$ cat src/rtl/fla_pkg.sv
// Shared types and constants for the free list block allocator.
// No dependencies.
package fla_pkg;

    localparam int MAX_BLOCKS = 1024;
    localparam int IDX_W      = $clog2(MAX_BLOCKS);
    localparam int CNT_W      = $clog2(MAX_BLOCKS + 1);

    localparam logic [CNT_W-1:0] LINK_END = CNT_W'(MAX_BLOCKS);

    localparam int S_TDATA_W = ((IDX_W + 7) / 8) * 8;
    localparam int M_TUSER_W = 3;
    localparam int M_TDATA_W = ((IDX_W + CNT_W + 7) / 8) * 8;

    // request codes
    localparam logic [1:0] REQ_INIT  = 2'd0;
    localparam logic [1:0] REQ_ALLOC = 2'd1;
    localparam logic [1:0] REQ_FREE  = 2'd2;

    // status codes
    localparam logic [1:0] ST_OK        = 2'd0;
    localparam logic [1:0] ST_EMPTY     = 2'd1;
    localparam logic [1:0] ST_RANGE     = 2'd2;
    localparam logic [1:0] ST_NOT_ALLOC = 2'd3;

    typedef enum logic [2:0] {
        S_CLEAR,
        S_IDLE,
        S_EXEC,
        S_WALK,
        S_INIT_DONE
    } state_t;

    // controller -> datapath
    typedef struct packed {
        logic accept;      // capture request, issue memory read
        logic clear_step;  // reset sweep: clear one allocated bit
        logic walk_step;   // init walk: link one block
        logic exec_commit; // finish allocate / free / no-op
        logic init_commit; // finish init
    } cmd_t;

    // datapath -> controller
    typedef struct packed {
        logic walk_last;
        logic out_free;
    } stat_t;

endpackage

$ cat src/rtl/fla_ctrl.sv
// Controller FSM for the free list block allocator.
// Depends on fla_pkg.
module fla_ctrl
    import fla_pkg::*;
(
    input  logic       clk,
    input  logic       rst_n,
    input  logic       in_valid,
    input  logic [1:0] in_req,
    output logic       in_ready,
    input  stat_t      stat,
    output cmd_t       cmd
);

    state_t state_reg;
    state_t state_next;

    always_ff @(posedge clk or negedge rst_n)
    begin
        if (!rst_n)
        begin
            state_reg <= S_CLEAR;
        end
        else
        begin
            state_reg <= state_next;
        end
    end

    always_comb
    begin
        state_next = state_reg;
        cmd        = '0;
        in_ready   = 1'b0;
        case (state_reg)
            S_CLEAR:
            begin
                cmd.clear_step = 1'b1;
                if (stat.walk_last)
                begin
                    state_next = S_IDLE;
                end
            end
            S_IDLE:
            begin
                in_ready = 1'b1;
                if (in_valid)
                begin
                    cmd.accept = 1'b1;
                    state_next = (in_req == REQ_INIT) ? S_WALK : S_EXEC;
                end
            end
            S_EXEC:
            begin
                if (stat.out_free)
                begin
                    cmd.exec_commit = 1'b1;
                    state_next      = S_IDLE;
                end
            end
            S_WALK:
            begin
                cmd.walk_step = 1'b1;
                if (stat.walk_last)
                begin
                    state_next = S_INIT_DONE;
                end
            end
            S_INIT_DONE:
            begin
                if (stat.out_free)
                begin
                    cmd.init_commit = 1'b1;
                    state_next      = S_IDLE;
                end
            end
            default:
            begin
                state_next = S_CLEAR;
            end
        endcase
    end

endmodule

$ cat config.mk
export PLATFORM = sky130hd
export DESIGN_NAME = fla_ctrl
export DESIGN_NICKNAME = d
export VERILOG_FILES = /design/src/rtl/fla_pkg.sv /design/src/rtl/fla_ctrl.sv
export SDC_FILE = /design/constraint.sdc
export NUM_CORES = 1
export LEC_CHECK = 0
export BUFFER_PORTS_ARGS = -buffer_cell sky130_fd_sc_hd__buf_2
export CAP_MARGIN = 10
export CORE_AREA = 2 2 39 41
export DETAILED_ROUTE_END_ITERATION = 10
export DIE_AREA = 0 0 41 43
export GPL_ROUTABILITY_DRIVEN = 0
export PLACE_DENSITY_LB_ADDON = 0.05
export SLEW_MARGIN = 20
export SYNTH_ARGS = -nofsm -noshare
export SYNTH_HDL_FRONTEND = slang
export SYNTH_SLANG_ARGS = --single-unit
$ cat constraint.sdc
create_clock -name clk -period 2.05 [get_ports clk]
set_input_delay 0.1025 -clock clk [delete_from_list [all_inputs] [get_ports clk]]
set_output_delay 0.1025 -clock clk [all_outputs]
set_load 0.02 [all_outputs]
# After elaboration in Yosys (flattened, before gate mapping)
# Index checks and enable logic that the tools add are counted.
dict set report totals {
  elab_cells 27
  input_bits 7
  regBits 3
  output_inout_bits 6
}
dict set report op_classes {
  mux 14
  n_eq_ne 8
  reduce_logical 4
}
# op count
set ops {}
lappend ops {{$mux 3} 4}
lappend ops {{$pmux 3 s4} 1}
lappend ops {{$mux 1} 9}
lappend ops {{$eq 3x2->1 const B} 2}
lappend ops {{$ne 2x2->1 const B} 3}
lappend ops {{$reduce_and 4->1} 1}
lappend ops {{$eq 3x1->1 const B} 1}
lappend ops {{$eq 3x3->1 const B} 1}
lappend ops {{$logic_not 3->1} 1}
lappend ops {{$logic_not 2->1} 1}
lappend ops {{$ne 2x1->1 const B} 1}
lappend ops {{$reduce_or 2->1} 1}

# Longest topological paths before layout
# Gate-level depths: netlist of run 1.
dict set report depth {
  word_depth 4
  ltp_mapped 4
  mapped_depth_nobuf 3
}

# Least setup slack after synthesis of run 1
# No wires, ideal clock.
dict set report synth_timing {
  kind {reg2out}
  from {register state_reg[2]}
  to {output cmd[1] in the netlist's numbering}
  path_buffers 0
  setup_slack_ns 0.808
  t_required_ns 1.947
  stages_incl_launch_ff 3
  t_arrival_ns 1.139
  path_cell_list {dfrtp_1 -> nand2b_1 -> nor3b_1}
}
# item line_no
set synth_lines {}
lappend synth_lines {{from (decl)} fla_ctrl.sv:15} ;# state_t state_reg;
lappend synth_lines {{from (signal assigned)} fla_ctrl.sv:26} ;# state_reg <= state_next;
lappend synth_lines {{to (decl)} fla_ctrl.sv:12} ;# output cmd_t cmd

==> results.toml, run 1 <==
[layout]
num-nets-final = 50
largest_register_ffs = 3
filler_cell_count = 166
final_cell_mix = "sky130_fd_sc_hd__buf_2 (12), sky130_fd_sc_hd__nor2_1 (3), sky130_fd_sc_hd__clkbuf_4 (3), sky130_fd_sc_hd__dfrtp_1 (3)"
num_antenna_cells = 0
multiInputGateArea_sq_um = 141.4
synthToLayoutAreaGrowth_pct = 47.03
register_area_sq_um = 75.07
post_route_cells_drive_above_1_share_pct = 47.62
layout.cells.most_common = "sky130_fd_sc_hd__buf_2"

[detailed_routing]
detail_route.drc_violations = 0
detail_route.wirelength_microns = 588
drt-pass1-iter-count = 2
drt_iter0_markers = 4
wire_per_inst_microns = 10.14
final_antenna_net_count = 0
dr_total_vias = 255
route.detailed.vias_per_inst = 4.397

[synth]
syn_nets = 33
synthesized_area_divided_by_synthesized_cell_count_sq_um = 8.903
sequential_cell_area_fraction_in_the_yosys_report_pct = 32.43
synthesis.instances = 26
yosys_warnings = 0
ys_ff_latch = 3
synthesis.area_sq_um = 231.5
synth_cell_types = 19

[clocking]
htreeDepth = 1
cts.clk_slew.worst_paths_ns = 0.04
cts_buffers = 3
postCtsSetupRepairBufs = 0
cts_tree = "yes"
cts.sinks = 3
cts_max_path_buffers = 2
clock_insertion_delay_worst_skew_ns = 0.23
library_cell_used_as_clock_root_buffer = "sky130_fd_sc_hd__clkbuf_4"
cts_resized = 0

[power_and_ir_drop]
power.density_mw_per_mm2 = 1501
cellLeakagePower_nw = 0.1769
totalPowerFinal_mw = 0.5107
worst_ir_drop_vdd_mv = 0.4038

[worst_setup_path]
cp-start-kind = "register"
crit_arrival_ns = 1.27
critical-path-slowest-cell = "sky130_fd_sc_hd__dfrtp_1"
buffers_and_inverters_on_the_worst_path = 2
cp_endpoint_kind = "primary output"
setup.worst_path.start = "state_reg[0]"
crit_path_cells = "nor2_1 > nand3_1 > inv_1 > buf_2"
critical_path.max_stage_delay_ns = 0.51
critPathKind = "register to primary output"
critPathMaxFanout = 12
path_delay_family = "flip-flops"
r2r_start = "state_reg[0]"
cp_required_ns = 1.95

[timing]
timing_hold_violations_final = 0
rsz0062_at_grt = "false"
layout_worst_path_cycle_share_pct = 66.99
slew_headroom_pct = 74.14
worst_slew_pin_slew_ns = 0.3880
final_max_slew_viol_count = 0
max_clock_freq_ghz = 0.7282
post-route-min-period_ns = 1.373
minimum_setup_slack_in_the_final_design_ns = 0.6767
fin_worst_skew_ns = 0.004096
finalSetupViolations = 0
fin_tns_setup_ns = 0

[worst_hold_path]
hold_path.class = "primary input to register"
worstHoldStart = "stat[0]"

[floorplanning]
design.core.area_sq_mm = 0.001384
initial_utilization_pct = 16.73
chipHeight_microns = 43
placement_rows = 14
design.portCount = 13
die_x_extent_microns = 41
die-area_sq_mm = 0.001763

[placed_design]
numPortBuffers = 12
pre_cts_ws_ns = 0.9018

[run]
drv_cap = 0

[grt]
grt_max_degree = 13
grt-ovfl-total = 0
via_count_of_the_first_global_routing_pass = 243
grt_antenna_before_repair = 0
groute.usage.overall_pct = 8.661
grt_first_pass_wirelength_microns = 966

[outcome]
run_status = "finished, final reports clean"
==> synthesized netlist by cell type <==
master                     count  share of area [%]
sky130_fd_sc_hd__and3_1        1                2.7
sky130_fd_sc_hd__o21ai_2       1                3.8
sky130_fd_sc_hd__nor2_1        3                4.9
sky130_fd_sc_hd__a21oi_2       1                3.8
sky130_fd_sc_hd__mux2i_1       1                4.3
sky130_fd_sc_hd__o211ai_1      1                3.2
sky130_fd_sc_hd__nor3_1        1                2.2
sky130_fd_sc_hd__nor3b_1       1                3.2
sky130_fd_sc_hd__nand2b_1      1                2.7
sky130_fd_sc_hd__o211ai_2      2                 11
sky130_fd_sc_hd__dfrtp_1       3                 32
sky130_fd_sc_hd__buf_4         1                3.2
sky130_fd_sc_hd__inv_1         2                3.2
sky130_fd_sc_hd__a211oi_2      1                5.4
sky130_fd_sc_hd__a21oi_1       1                2.2
sky130_fd_sc_hd__nand2_1       2                3.2
sky130_fd_sc_hd__nand3_1       1                2.2
sky130_fd_sc_hd__and3b_1       1                3.8
sky130_fd_sc_hd__and2_1        1                2.7
==> report_power, final <==
| part | internal (mW) | total [mW] | switching, mW |
|---|---|---|---|
| registers | 0.0852 | 0.150 | 0.0648 |
| clock network | 0.0728 | 0.102 | 0.0295 |
| logic | 0.114 | 0.258 | 0.144 |
| total | 0.273 | 0.511 | 0.238 |
==> cells by family after synthesis <==
family          share of synthesized area, %
compound gates                         29.19
simple gates                           27.57
flops                                  32.43
buf+inv                                6.489
mux                                    4.324
==> area by class of cell <==
cell class                      instances  area share [%]
Multi-Input combinational cell         20           41.54
Timing Repair Buffer                   13           20.59
Inverter                                2           2.206
Tap cell                               16           5.882
Clock buffer                            4           7.721
Sequential cell                         3           22.06
==> through the flow <==
| stage | cells | instance area [sq um] | util (%) | hold WS (ns) |
|---|---|---|---|---|
| 4_1_cts | 58 | 340.3 | 24.59 | 0.1113 |
| 3_3_place_gp | 53 | 304.0 | 21.97 | -0.1002 |
| 5_1_grt | 58 | 340.3 | 24.59 | 0.1127 |
| 3_5_place_dp | 53 | 304.0 | 21.97 | -0.1009 |
| 2_1_floorplan | 26 | 231.5 | - | -0.1931 |
| 6_report | 58 | 340.3 | 24.59 | 0.1126 |
==> metal layers <==
layer / track usage [%] / share of wire, % / vias to the layer above
met5: 0 / 0 / -
met4: 8.000 / 3.7 / 0
met3: 3.665 / 9.5 / 4
met2: 12.19 / 48 / 13
met1: 9.091 / 39 / 114
li1: - / - / 124
==> timing repair <==
item                       4_1_cts  5_1_grt
hold buffers                     1        0
setup endpoints to repair        0        0
hold endpoints to repair         3        0
==> final timing paths <==
path,endpoint,slack (ns),cells after the start
max in group asynchronous,state_reg[1],1.76,2
worst min-delay path,state_reg[2],0.11,2
min in group asynchronous,state_reg[0],0.18,2
worst max-delay path,cmd[0],0.68,4
worst min register to register,state_reg[1],0.55,1
worst max register to register,state_reg[0],0.97,3
Note: power is estimated with default switching activity, not from simulation.
==> run 2, diff against run 1 <==
==> constraint.sdc (replaced) <==
create_clock -name clk -period 1.25 [get_ports clk]
set_input_delay 0.0625 -clock clk [delete_from_list [all_inputs] [get_ports clk]]
set_output_delay 0.0625 -clock clk [all_outputs]
set_load 0.02 [all_outputs]
==> results.toml, run 2 (same netlist as run 1, synthesis figures left out) <==
[layout]
largest_register_ffs = 3
post_route_cells_drive_above_1_share_pct = 70.83
instances_no_fill = 64
synthToLayoutAreaGrowth_pct = 85.41
num_antenna_cells = 0
utilization_pct = 31.01
num-nets-final = 56
layout.cells.most_common = "sky130_fd_sc_hd__buf_2"
final_cell_mix = "sky130_fd_sc_hd__buf_2 (9), sky130_fd_sc_hd__buf_4 (7), sky130_fd_sc_hd__clkbuf_4 (3), sky130_fd_sc_hd__dfrtp_2 (3)"

[power_and_ir_drop]
worst_ir_drop_vdd_mv = 0.7515
power.density_mw_per_mm2 = 2513
cellLeakagePower_nw = 0.2110

[timing]
rsz0062_at_grt = "true"
fin_worst_skew_ns = 0.0004818
layout_worst_path_cycle_share_pct = 100.7
final_max_slew_viol_count = 0
post-route-min-period_ns = 1.259
slew_headroom_pct = 88.52
max_clock_freq_ghz = 0.7945
minimum_setup_slack_in_the_final_design_ns = -0.008694
finalSetupViolations = 1
timing_hold_violations_final = 0
worst_slew_pin_slew_ns = 0.1675

[detailed_routing]
detail_route.wirelength_microns = 700
dr_total_vias = 275
wire_per_inst_microns = 10.94
drt_iter0_markers = 1
drt-pass1-iter-count = 2
final_antenna_net_count = 0
route.detailed.vias_per_inst = 4.297
detail_route.drc_violations = 0

[worst_setup_path]
cp-start-kind = "register"
critical_path.max_stage_delay_ns = 0.43
cp_endpoint_kind = "primary output"
cp_required_ns = 1.19
critical-path-slowest-cell = "sky130_fd_sc_hd__dfrtp_2"
buffers_and_inverters_on_the_worst_path = 1
crit_arrival_ns = 1.20
path_delay_family = "flip-flops"
critPathKind = "register to primary output"
crit_path_cells = "nand2b_1 > nor3b_2 > buf_4"
critPathMaxFanout = 5

[clocking]
clock_insertion_delay_worst_skew_ns = 0.23
cts_max_path_buffers = 2
cts.clk_slew.worst_paths_ns = 0.04
library_cell_used_as_clock_root_buffer = "sky130_fd_sc_hd__clkbuf_4"
htreeDepth = 1
cts_buffers = 3
cts.sinks = 3
cts_tree = "yes"

[grt]
groute.usage.overall_pct = 9.839
grt-ovfl-total = 0
grt_antenna_before_repair = 0
grt_max_degree = 8
via_count_of_the_first_global_routing_pass = 262
grt_first_pass_wirelength_microns = 1097

[floorplanning]
die_x_extent_microns = 41
initial_utilization_pct = 16.73
design.core.area_sq_mm = 0.001384
die-area_sq_mm = 0.001763
design.portCount = 13
chipHeight_microns = 43
placement_rows = 14

[worst_hold_path]
hold_path.class = "primary input to register"

[placed_design]
place.detailed.hpwl_microns = 458.7
dp.cells = 53
numPortBuffers = 12

[outcome]
run_status = "finished with violations"
violations = "setup timing"

[run]
drv_cap = 0
## run 2: worst paths after layout
| path | from | end | slack (ns) | depth (start not counted) |
|---|---|---|---|---|
| setup / recovery | state_reg[2] | cmd[1] | -0.009 | 3 |
| hold / removal | stat[0] | state_reg[2] | 0.08 | 2 |
| setup reg to reg | state_reg[0] | state_reg[0] | 0.13 | 4 |
| hold reg to reg | state_reg[2] | state_reg[1] | 0.59 | 2 |
| max in group asynchronous | rst_n | state_reg[0] | 0.97 | 2 |
| min in group asynchronous | rst_n | state_reg[2] | 0.16 | 2 |
## run 2: where the power goes
part,switching [mW],internal (mW)
logic,0.323,0.354
clock network,0.0504,0.120
registers,0.0826,0.149
total,0.456,0.623
## run 2: layer usage
metal  GRT usage, %  routed length [microns]  share of wire [%]
met5              0                        0                  0
met2          11.56                      325                 46
met4          8.000                       13                1.9
met3          4.712                       40                5.7
met1          12.86                      321                 46
## run 2: timing repair
action,CTS,global route
endpoints found under the setup margin,5,4
hold buffers,1,0
setup buffers,5,1
endpoints found under the hold margin,3,0
gates resized for setup,9,3
## run 2: stage by stage
stage               hold WS (ns)  worst slack, ns  instance area [sq um]   TNS (ns)  total power, mW
finish                   0.07942        -0.008694                  429.2  -0.008694            1.079
global route             0.09152         -0.04767                  429.2    -0.1136            1.155
CTS                      0.06236         -0.01645                  411.6   -0.02154            1.053
detailed placement       -0.1396           0.1427                  304.0          0           0.6741
global placement         -0.1408           0.1304                  304.0          0           0.6791
floorplan                -0.2331          0.04806                  231.5          0           0.5629
## run 2: layout make-up
type / instances / area, sq um
Timing Repair Buffer: 19 / 138.9
Multi-Input combinational cell: 20 / 157.7
Sequential cell: 3 / 78.83
Tap cell: 16 / 20.02
Inverter: 2 / 7.507
Clock buffer: 4 / 26.28
Fill cell: 155 / 954.7
